===== src/hw/rtl/sdrt_pkg.sv =====
// shared constants, codes and types of the sorted date record table
package sdrt_pkg;

	localparam int CAPACITY = 16;
	localparam int IDX_W = $clog2(CAPACITY);
	localparam int CNT_W = $clog2(CAPACITY + 1);
	localparam int KEY_W = 21;
	localparam int TAG_W = 8;
	localparam int DAY_W = 5;
	localparam int MONTH_W = 4;
	localparam int YEAR_W = 12;
	localparam int DAYS_PER_YEAR = 365;
	localparam int DAYS_PER_MONTH = 30;

	typedef logic [KEY_W-1:0] key_t;
	typedef logic [TAG_W-1:0] tag_t;
	typedef logic [CNT_W-1:0] cnt_t;
	typedef logic [IDX_W-1:0] idx_t;

	typedef enum logic [1:0] {
		CMD_ADD    = 2'd0,
		CMD_REMOVE = 2'd1,
		CMD_READ   = 2'd2,
		CMD_CLEAR  = 2'd3
	} cmd_t;

	typedef enum logic [1:0] {
		ST_OK    = 2'd0,
		ST_RANGE = 2'd1,
		ST_FULL  = 2'd2
	} status_t;

	typedef enum logic {
		S_IDLE = 1'b0,
		S_EXEC = 1'b1
	} state_t;

	// controller to datapath
	typedef struct packed {
		logic capture;
		logic exec;
	} ctl_t;

endpackage


===== src/hw/rtl/sdrt_ctrl.sv =====
// controller: command sequencing and output handshake for the record table
module sdrt_ctrl (
	input  logic          clk,
	input  logic          arst_n,
	input  logic          in_valid,
	output logic          in_ready,
	output logic          out_valid,
	input  logic          out_ready,
	output sdrt_pkg::ctl_t ctl
);

	sdrt_pkg::state_t state_q, state_nxt;
	logic out_valid_q;
	logic in_xfer;

	// a new command may come in while idle once the result slot is free or being emptied
	assign in_ready = (state_q == sdrt_pkg::S_IDLE) && (!out_valid_q || out_ready);
	assign in_xfer = in_valid && in_ready;
	assign out_valid = out_valid_q;

	always_comb begin
		state_nxt = state_q;
		unique case (state_q)
			sdrt_pkg::S_IDLE: begin
				if (in_xfer) begin
					state_nxt = sdrt_pkg::S_EXEC;
				end
			end
			sdrt_pkg::S_EXEC: begin
				state_nxt = sdrt_pkg::S_IDLE;
			end
			default: begin
				state_nxt = sdrt_pkg::S_IDLE;
			end
		endcase
	end

	always_comb begin
		ctl = '0;
		unique case (state_q)
			sdrt_pkg::S_IDLE: begin
				ctl.capture = in_xfer;
			end
			sdrt_pkg::S_EXEC: begin
				ctl.exec = 1'b1;
			end
			default: begin
				ctl = '0;
			end
		endcase
	end

	always_ff @(posedge clk or negedge arst_n) begin
		if (!arst_n) begin
			state_q <= sdrt_pkg::S_IDLE;
			out_valid_q <= 1'b0;
		end else begin
			state_q <= state_nxt;
			if (ctl.exec) begin
				out_valid_q <= 1'b1;
			end else if (out_ready) begin
				out_valid_q <= 1'b0;
			end
		end
	end

	a_exec_slot_free: assert property (@(posedge clk) disable iff (!arst_n)
		state_q == sdrt_pkg::S_EXEC |-> !out_valid_q)
		else $error("result slot occupied during execute");

	a_exec_gives_result: assert property (@(posedge clk) disable iff (!arst_n)
		ctl.exec |=> out_valid_q)
		else $error("execute did not produce a result");

	a_accept_then_exec: assert property (@(posedge clk) disable iff (!arst_n)
		in_xfer |=> state_q == sdrt_pkg::S_EXEC)
		else $error("accepted command not executed");

endmodule


===== src/hw/rtl/sdrt_datapath.sv =====
// datapath: date key, sorted record cells, fill count and result register
module sdrt_datapath (
	input  logic                           clk,
	input  logic                           arst_n,
	input  sdrt_pkg::ctl_t                 ctl,
	input  logic [1:0]                     cmd,
	input  logic [sdrt_pkg::TAG_W-1:0]     record_tag,
	input  logic [sdrt_pkg::DAY_W-1:0]     birth_day,
	input  logic [sdrt_pkg::MONTH_W-1:0]   birth_month,
	input  logic [sdrt_pkg::YEAR_W-1:0]    birth_year,
	input  logic [sdrt_pkg::IDX_W-1:0]     position,
	output logic [1:0]                     status,
	output logic [sdrt_pkg::CNT_W-1:0]     entry_count,
	output logic [sdrt_pkg::TAG_W-1:0]     out_tag,
	output logic [sdrt_pkg::KEY_W-1:0]     out_key
);

	localparam int CAP = sdrt_pkg::CAPACITY;

	// captured command
	sdrt_pkg::cmd_t cmd_s1;
	sdrt_pkg::key_t key_s1;
	sdrt_pkg::tag_t tag_s1;
	sdrt_pkg::idx_t pos_s1;

	sdrt_pkg::key_t key_q [CAP];
	sdrt_pkg::tag_t tag_q [CAP];
	sdrt_pkg::key_t key_nxt [CAP];
	sdrt_pkg::tag_t tag_nxt [CAP];
	sdrt_pkg::cnt_t count_q, count_nxt;

	sdrt_pkg::status_t status_q, status_nxt;
	sdrt_pkg::cnt_t out_count_q;
	sdrt_pkg::tag_t out_tag_q, rd_tag;
	sdrt_pkg::key_t out_key_q, rd_key;

	sdrt_pkg::key_t key_calc;
	logic [CAP-1:0] le;
	logic do_ins, do_rem;
	logic pos_bad;

	assign key_calc = sdrt_pkg::KEY_W'(birth_year) * sdrt_pkg::KEY_W'(sdrt_pkg::DAYS_PER_YEAR)
		+ sdrt_pkg::KEY_W'(birth_month) * sdrt_pkg::KEY_W'(sdrt_pkg::DAYS_PER_MONTH)
		+ sdrt_pkg::KEY_W'(birth_day);

	always_ff @(posedge clk) begin
		if (ctl.capture) begin
			cmd_s1 <= sdrt_pkg::cmd_t'(cmd);
			key_s1 <= key_calc;
			tag_s1 <= record_tag;
			pos_s1 <= position;
		end
	end

	// cells at or below the new key keep their place; the sorted order makes this a prefix
	always_comb begin
		for (int i = 0; i < CAP; i++) begin
			le[i] = (sdrt_pkg::CNT_W'(i) < count_q) && (key_q[i] <= key_s1);
		end
	end

	assign pos_bad = sdrt_pkg::CNT_W'(pos_s1) >= count_q;

	always_comb begin
		status_nxt = sdrt_pkg::ST_OK;
		count_nxt = count_q;
		rd_tag = '0;
		rd_key = '0;
		do_ins = 1'b0;
		do_rem = 1'b0;
		case (cmd_s1)
			sdrt_pkg::CMD_ADD: begin
				if (count_q == sdrt_pkg::CNT_W'(CAP)) begin
					status_nxt = sdrt_pkg::ST_FULL;
				end else begin
					do_ins = 1'b1;
					count_nxt = count_q + 1'b1;
				end
			end
			sdrt_pkg::CMD_REMOVE: begin
				if (pos_bad) begin
					status_nxt = sdrt_pkg::ST_RANGE;
				end else begin
					do_rem = 1'b1;
					count_nxt = count_q - 1'b1;
				end
			end
			sdrt_pkg::CMD_READ: begin
				if (pos_bad) begin
					status_nxt = sdrt_pkg::ST_RANGE;
				end else begin
					rd_tag = tag_q[pos_s1];
					rd_key = key_q[pos_s1];
				end
			end
			default: begin
				count_nxt = '0;
			end
		endcase
	end

	for (genvar g = 0; g < CAP; g++) begin : g_cell
		logic take_new;
		sdrt_pkg::key_t up_key;
		sdrt_pkg::tag_t up_tag;
		sdrt_pkg::key_t dn_key;
		sdrt_pkg::tag_t dn_tag;

		if (g == 0) begin : g_first
			assign take_new = 1'b1;
			assign up_key = key_s1;
			assign up_tag = tag_s1;
		end else begin : g_rest
			assign take_new = le[g-1];
			assign up_key = key_q[g-1];
			assign up_tag = tag_q[g-1];
		end

		if (g == CAP - 1) begin : g_last
			assign dn_key = key_q[g];
			assign dn_tag = tag_q[g];
		end else begin : g_inner
			assign dn_key = key_q[g+1];
			assign dn_tag = tag_q[g+1];
		end

		always_comb begin
			key_nxt[g] = key_q[g];
			tag_nxt[g] = tag_q[g];
			if (do_ins && !le[g]) begin
				key_nxt[g] = take_new ? key_s1 : up_key;
				tag_nxt[g] = take_new ? tag_s1 : up_tag;
			end else if (do_rem && (sdrt_pkg::CNT_W'(g) >= sdrt_pkg::CNT_W'(pos_s1))) begin
				key_nxt[g] = dn_key;
				tag_nxt[g] = dn_tag;
			end
		end
	end

	always_ff @(posedge clk) begin
		if (ctl.exec) begin
			for (int i = 0; i < CAP; i++) begin
				key_q[i] <= key_nxt[i];
				tag_q[i] <= tag_nxt[i];
			end
			status_q <= status_nxt;
			out_count_q <= count_nxt;
			out_tag_q <= rd_tag;
			out_key_q <= rd_key;
		end
	end

	always_ff @(posedge clk or negedge arst_n) begin
		if (!arst_n) begin
			count_q <= '0;
		end else if (ctl.exec) begin
			count_q <= count_nxt;
		end
	end

	assign status = status_q;
	assign entry_count = out_count_q;
	assign out_tag = out_tag_q;
	assign out_key = out_key_q;

	a_count_bound: assert property (@(posedge clk) disable iff (!arst_n)
		count_q <= sdrt_pkg::CNT_W'(CAP))
		else $error("fill count beyond capacity");

	a_clear_empties: assert property (@(posedge clk) disable iff (!arst_n)
		ctl.exec && cmd_s1 == sdrt_pkg::CMD_CLEAR |=> count_q == '0)
		else $error("clear left entries behind");

	a_le_prefix: assert property (@(posedge clk) disable iff (!arst_n)
		ctl.exec && do_ins |-> $countones(le) == $countones(le & ((le << 1) | 1)))
		else $error("table order broken");

endmodule


===== src/hw/rtl/sorted_date_record_table.sv =====
// Sorted table of up to sdrt_pkg::CAPACITY (16) records, each a tag and a date key
// year*365 + month*30 + day, kept in ascending key order with a new record placed after
// equal keys. A command is first taken in with its date key, formed from year, month and day
// through two small multipliers; in the execute state all cells are then compared against it
// at once and shifted in place, and no new command is taken before that. The result sits
// in an output register, and the next command is taken in the cycle its result is taken.
// Status is 0 ok, 1 position out of range, 2 table full; tag and key are zero but for a
// successful read.
module sorted_date_record_table (
	input  logic                         clk,
	input  logic                         arst_n,
	input  logic                         in_valid,
	output logic                         in_ready,
	input  logic [1:0]                   cmd,
	input  logic [sdrt_pkg::TAG_W-1:0]   record_tag,
	input  logic [sdrt_pkg::DAY_W-1:0]   birth_day,
	input  logic [sdrt_pkg::MONTH_W-1:0] birth_month,
	input  logic [sdrt_pkg::YEAR_W-1:0]  birth_year,
	input  logic [sdrt_pkg::IDX_W-1:0]   position,
	output logic                         out_valid,
	input  logic                         out_ready,
	output logic [1:0]                   status,
	output logic [sdrt_pkg::CNT_W-1:0]   entry_count,
	output logic [sdrt_pkg::TAG_W-1:0]   out_tag,
	output logic [sdrt_pkg::KEY_W-1:0]   out_key
);

	sdrt_pkg::ctl_t ctl;

	sdrt_ctrl u_ctrl (
		.clk      (clk),
		.arst_n   (arst_n),
		.in_valid (in_valid),
		.in_ready (in_ready),
		.out_valid(out_valid),
		.out_ready(out_ready),
		.ctl      (ctl)
	);

	sdrt_datapath u_datapath (
		.clk        (clk),
		.arst_n     (arst_n),
		.ctl        (ctl),
		.cmd        (cmd),
		.record_tag (record_tag),
		.birth_day  (birth_day),
		.birth_month(birth_month),
		.birth_year (birth_year),
		.position   (position),
		.status     (status),
		.entry_count(entry_count),
		.out_tag    (out_tag),
		.out_key    (out_key)
	);

endmodule


===== config.mk =====
export PLATFORM = sky130hd
export DESIGN_NAME = sorted_date_record_table
export DESIGN_NICKNAME = d
export VERILOG_FILES = /design/src/hw/rtl/sdrt_pkg.sv /design/src/hw/rtl/sdrt_ctrl.sv /design/src/hw/rtl/sdrt_datapath.sv /design/src/hw/rtl/sorted_date_record_table.sv
export SDC_FILE = /design/constraint.sdc
export NUM_CORES = 2
export LEC_CHECK = 0
export CAP_MARGIN = 20
export CORE_ASPECT_RATIO = 1.75
export CORE_UTILIZATION = 25
export CTS_CLUSTER_SIZE = 8
export DETAILED_ROUTE_END_ITERATION = 16
export DONT_BUFFER_PORTS = 1
export PLACE_DENSITY_LB_ADDON = 0.25
export SLEW_MARGIN = 20
export SYNTH_ARGS = -nofsm -noshare
export SYNTH_HDL_FRONTEND = slang
export SYNTH_SLANG_ARGS = --single-unit

===== constraint.sdc =====
create_clock -name clk -period 4.15 [get_ports clk]
set_input_delay 0.6225 -clock clk [delete_from_list [all_inputs] [get_ports clk]]
set_output_delay 0.6225 -clock clk [all_outputs]
set_load 0.02 [all_outputs]

* Yosys cells after proc, flatten, opt, wreduce, memory -nomap -nowiden
Memory sizes are Yosys's and may differ from the RTL's. A register that Yosys moved wholly into a read port is not among the register bits. Index checks and enable logic that the tools add are counted.
Word-level totals: register bits after elaboration 49, memories 2, word-level logic and storage cells 251, input bits 39, memory bits (writable) 464
Memories:
- u_datapath.key_q | words 16, bits a word 21, rd ports 17, clocked after memory_dff 1, write ports 16, line sdrt_datapath.sv:26 | sdrt_pkg::key_t key_q [CAP];
- u_datapath.tag_q | words 16, bits a word 8, rd ports 17, clocked after memory_dff 1, write ports 16, line sdrt_datapath.sv:27 | sdrt_pkg::tag_t tag_q [CAP];
Cells by class: equal/unequal tests 3, bitwise operators 2, muxes and demuxes 110, $mul 2, $lt $le $gt $ge 48, $add $sub $neg 4, reductions and logical operators 71
Operators with widths (number):
- 2-to-1 mux 21 bit | 46
- 2-to-1 mux 8 bit | 46
- <= comparator 21 bit | 16
- logical AND 1 bit | 49
- < comparator 4 x 5 -> 1 bit (first input constant) | 8
- greater-or-equal comparator 4 bit (first input constant) | 7
- adder 21 x 5 -> 21 bit | 1
- adder 21 x 9 -> 21 bit | 1
- multiplier 12 x 9 -> 21 bit (second input constant) | 1
- < comparator 3 x 5 -> 1 bit (first input constant) | 4
- zero test 1 bit | 17
- greater-or-equal comparator 3 x 4 -> 1 bit (first input constant) | 4
- case mux 5 bit (3 select lines) | 1
- 2-to-1 mux 1 bit | 12
- < comparator 1 x 5 -> 1 bit (first input constant) | 2
- < comparator 2 x 5 -> 1 bit (first input constant) | 2
- 2-to-1 mux 5 bit | 2
- greater-or-equal comparator 1 x 4 -> 1 bit (first input constant) | 2
- greater-or-equal comparator 2 x 4 -> 1 bit (first input constant) | 2
- multiplier 4 x 4 -> 8 bit (second input constant) | 1
- adder 5 x 1 -> 5 bit (second input constant) | 1
- equality test 5 bit (second input constant) | 1
- greater-or-equal comparator 4 x 5 -> 1 bit | 1
- subtractor 5 x 1 -> 5 bit (second input constant) | 1
- 10 further kinds | 12

* Logic depth before layout (Yosys ltp)
depth after elaboration 6, depth in mapped cells 23

* Hierarchy
Synthesis repeated with hierarchy kept, for this count alone.
Second synthesis, totals: cell total of the unflattened synthesis 3651, area total of the unflattened synthesis 40959.3 um^2
By module, submodules not included:
- sdrt_datapath | cells an instance 3643, instances 1, area each 40857.9 um^2
- sdrt_ctrl | cells an instance 8, instances 1, area each 101.3 um^2

* Worst setup path after synthesis
OpenSTA, ideal clock, no wires.
path type input -> register, from in birth_month[0] (netlist name), to reg u_datapath.key_s1[20] (netlist: u_datapath.g_cell[0].up_key[20]), data pin, required time 3943 ps, slack -1525 ps, data arrival time 5468 ps, cell stages on the path 21, library setup time 207 ps, cells stage by stage fa_1 > inv_1 > fa_1 > inv_1 > ha_1 > a21o_1 > a21oi_1 > o21bai_1 > a21oi_1 > xnor2_1 > ha_1 > inv_1 > fa_1 > fa_1 > inv_1 > ha_1 > or3_1 > o2111ai_1 > a21oi_1 > mux2i_1 > a2111oi_0
On the way: word-level cells in the longest chain between the ends 3
Ends and longest elaborated chain:
- start, declared | line sorted_date_record_table.sv:17 | input logic [sdrt_pkg::MONTH_W-1:0] birth_month,
- multiplier 4 x 4 -> 8 bit | line sdrt_datapath.sv:43 | + sdrt_pkg::KEY_W'(birth_month) * sdrt_pkg::KEY_W'(sdrt_pkg::DAYS_PER_MONTH)
- adder 21 x 9 -> 21 bit | line sdrt_datapath.sv:43
- adder 21 x 5 -> 21 bit | line sdrt_datapath.sv:44 | + sdrt_pkg::KEY_W'(birth_day);
- named net u_datapath.key_calc[20] | line sdrt_datapath.sv:37 | sdrt_pkg::key_t key_calc;
- end signal, assigned | line sdrt_datapath.sv:49 | key_s1 <= key_calc;
- end, declared | line sdrt_datapath.sv:22 | sdrt_pkg::key_t key_s1;
The timed path passes the listed nets, and every way through them passes these cells. A chain may end at the register's enable or synchronous reset.

* Worst setup path after layout
from in birth_month[2] (netlist name), to reg u_datapath.key_s1[19] (netlist: u_datapath.g_cell[0].up_key[19]), data pin
The elaborated chain is that of the path after synthesis.

==> results_dict.tcl <==
set metrics [dict create \
    synth_ff_type "edfxtp_1" \
    clk_latency_ns 0.67 \
    dp_cells 5913 \
    die_area_sq_mm 0.170 \
    hold_ws_ns 0.0535 \
    cts.clk_slew.worst_paths_ns 0.05 \
    violations "negative setup slack" \
    worst_pin_slew_ns 0.909 \
    synth-edff-count 535 \
    worstSetupPathType "in -> reg" \
    rsz0062_at_grt "yes" \
    ys_seq_area_share_pct 38.7 \
    path_cells "fa_1 > inv_2 > fa_1 > buf_4 > fa_2 > inv_1 > a21o_1 > a21oi_1 > xnor2_1 > ha_1 > fa_1 > inv_1 > fa_1 > inv_1 > ha_1 > or3_4 > buf_4 > a21oi_2 > o41a_1 > o22ai_2 > o221ai_2 > xnor2_1" \
    dr.pass1.iters 7 \
    cts_sinks 542 \
    hpwl_mm 121 \
    power.density_mw_per_mm2 599 \
    startpoint "birth_month[2]" \
    layoutNonFillerInstCount 6028 \
    clockRootBuffer "clkbuf_16" \
    tns_ns -9.69 \
    cp_common_cell "fa_1" \
    hold_path.class "in -> reg" \
    place_ws_ns -1.68 \
    die_w_um 312 \
    utilization_pct 29.7 \
    ys_ff_latch 542 \
    nets 4323 \
    cp-start-kind "primary input" \
    max_stage_delay_ns 0.56 \
    worst_slew_margin_rel_pct 38.8 \
    drtIter0Drc 1972 \
    coreArea_sq_mm 0.166 \
    drt-vias-per-instance 5.17 \
    power_mw 29.6 \
    place_area_sq_mm 0.0471 \
    peakVddDrop_v 0.000327 \
    syn-instance-count 3659 \
    worstReg2RegStart "u_datapath.g_cell[0].up_key[20]$_DFFE_PP_" \
    grt_max_degree 74 \
    drive_above_1_share_pct 23.9 \
    fmax_mhz 199 \
    cts_tree "built" \
    grt-ovfl-total 0 \
    stdcell_area_sq_mm 0.0495 \
    fp.dieH_um 544 \
    synth_top_area_share_pct 38.3 \
    worst-r2r-cell-count 11 \
    synth.cell_area_sq_mm 0.0419 \
    io_pins 77 \
    setup_viol 15 \
    wl_mm 152 \
    synth_commonest_cells "edfxtp_1 (535), ha_1 (428), o21ai_0 (299)" \
    synth_area_leader_cell "edfxtp_1" \
    track_usage_pct 17.7 \
    max-cap-violations 0 \
    critPathMaxFanout 5 \
    grt_pass1_wl_mm 223 \
    yosysWarnings 0 \
    row_count 198 \
    num-fill-cells 17000 \
    finalHoldViolCount 0 \
    synthTopCellsByArea "edfxtp_1 (38%), ha_1 (13%), mux4_2 (7.8%)" \
    gp_congestion 0.869 \
    critPathCapture "u_datapath.g_cell[0].up_key[19]$_DFFE_PP_" \
    finClkSkew_ns 0.0287 \
    status "complete, but fails checks" \
    drv_slew 0 \
    synth.avg_cell_area_sq_um 11.5 \
    rr_endpoint "u_datapath.key_q[1][9]$_DFFE_PP_" \
    layout_min_cycle_time_ns 5.02 \
    first_global_vias 33200 \
    yosysUniqueCellTypes 72 \
    antenna_left 0 \
    cts_buffer_depth 3 \
    htreeDepth 3 \
    syn_to_final_growth_pct 17.9 \
    finalWorstSetupSlack_ns -0.868 \
    p_leak_nw 18.6 \
    cts_buffers 78 \
    syn-num-nets 4177 \
    wl_per_cell_um 25.2 \
    cp.required_ns 4.56 \
    port_buffers 0 \
    yosysMostFrequentCell "edfxtp_1" \
    finalCritPeriodShare_pct 121 \
    async_reset_ff_share_pct 1.29 \
    drc 0 \
    vias 31100 \
    rrSetupSlack_ns 0.13 \
    critPathCaptureType "flop" \
    critPathArrivalTime_ns 5.42 \
    antenna_found_initial 7 \
    critPathSlowestCell "fa_1" \
    initial_core_util_pct 25.2 \
]
-- flip-flops by register name (all words and copies together) (netlist names) --
name / cells
u_datapath.key_q: 336
u_datapath.tag_q: 128
u_datapath.g_cell.up_key: 21
u_datapath.out_key: 21
u_datapath.g_cell.up_tag: 8
u_datapath.out_tag: 8
u_datapath.count_q: 5
u_datapath.entry_count: 5
u_datapath.pos_s1: 4
u_datapath.cmd_s1: 2
u_datapath.status: 2
u_ctrl.out_valid: 1
u_ctrl.state_q: 1
-- cells by family after synthesis --
group / share of synthesized area (%)
multiplexers: 21.3
AND/OR/NAND/NOR: 7.21
buffers and inverters: 4.08
XOR/XNOR: 0.397
AO/OA/AOI/OAI: 13.0
flip-flops: 38.7
adder cells (fa/ha/maj): 15.2
-- worst min-delay path by stage --
stage                              from                                  endpoint  slack, ns  depth (start not counted)
after floorplan                  arst_n              u_ctrl.out_valid$_DFFE_PN0P_       0.33                          0
after global placement           arst_n              u_ctrl.out_valid$_DFFE_PN0P_       0.33                          0
after detailed placement         arst_n                  u_ctrl.state_q$_DFF_PN0_       0.33                          0
after CTS                 record_tag[0]  u_datapath.g_cell[0].up_tag[0]$_DFFE_PP_       0.01                          0
after global routing        position[3]            u_datapath.pos_s1[3]$_DFFE_PP_       0.03                          0
final                            cmd[0]            u_datapath.cmd_s1[0]$_DFFE_PP_       0.05                          0
-- power by group --
part | internal [mW] | switching, mW
registers | 7.00 | 0.633
clock network | 3.44 | 2.59
logic | 6.98 | 8.99
total | 17.4 | 12.2
-- repair_timing --
action / in CTS / in global routing
hold buffers: 1 / 0
resized for setup: 34 / 13
pin swaps: 23 / 25
hold endpoints to repair: 7 / 0
setup buffers: 5 / 9
setup endpoints to repair: 15 / 35
-- layout by cell type (no fill, tap or decap), types with 56 or more instances in the layout --
| cell type | synthesis | layout |
|---|---|---|
| o21ai_0 | 299 | 292 |
| ha_1 | 428 | 424 |
| clkbuf_16 | 0 | 80 |
| buf_12 | 0 | 56 |
| buf_4 | 4 | 262 |
| a21oi_1 | 220 | 204 |
| edfxtp_1 | 535 | 535 |
| nand4_1 | 73 | 73 |
| mux2i_1 | 168 | 168 |
| inv_1 | 170 | 164 |
| mux4_2 | 145 | 145 |
| nand3_1 | 79 | 79 |
| a21o_1 | 59 | 58 |
| nand2_1 | 212 | 210 |
| mux2_1 | 80 | 80 |
| mux2_2 | 276 | 276 |
| a31oi_1 | 106 | 104 |
| nor2b_1 | 57 | 56 |
-- final cells by class --
cell class | count | area [sq um] | area share [%]
sequential | 542 | 16200 | 32.8
clock buffer | 94 | 2050 | 4.15
antenna | 1 | 2.50 | 0.00506
inverter | 171 | 642 | 1.30
tap | 2200 | 2750 | 5.56
clock inverter | 8 | 58.8 | 0.119
multi-input combinational | 2686 | 24500 | 49.6
timing repair buffer | 326 | 3180 | 6.42
-- layer usage --
layer | vias to the layer above | track usage, % | part of all wire, %
li1 | 14500 | - | -
met1 | 15700 | 16.9 | 34
met2 | 711 | 36.3 | 57
met3 | 293 | 1.47 | 2.5
met4 | 2 | 10.1 | 6.0
met5 | - | 0 | 0.013
-- critical path, delay by kind of cell --
family,cells,cell delay (ns)
compound gates,6,0.76
xor+xnor,2,0.23
simple gates,1,0.41
fa+ha+maj,7,2.88
buf+inv,6,0.52
No activity file was read; power rests on OpenSTA's default activity.
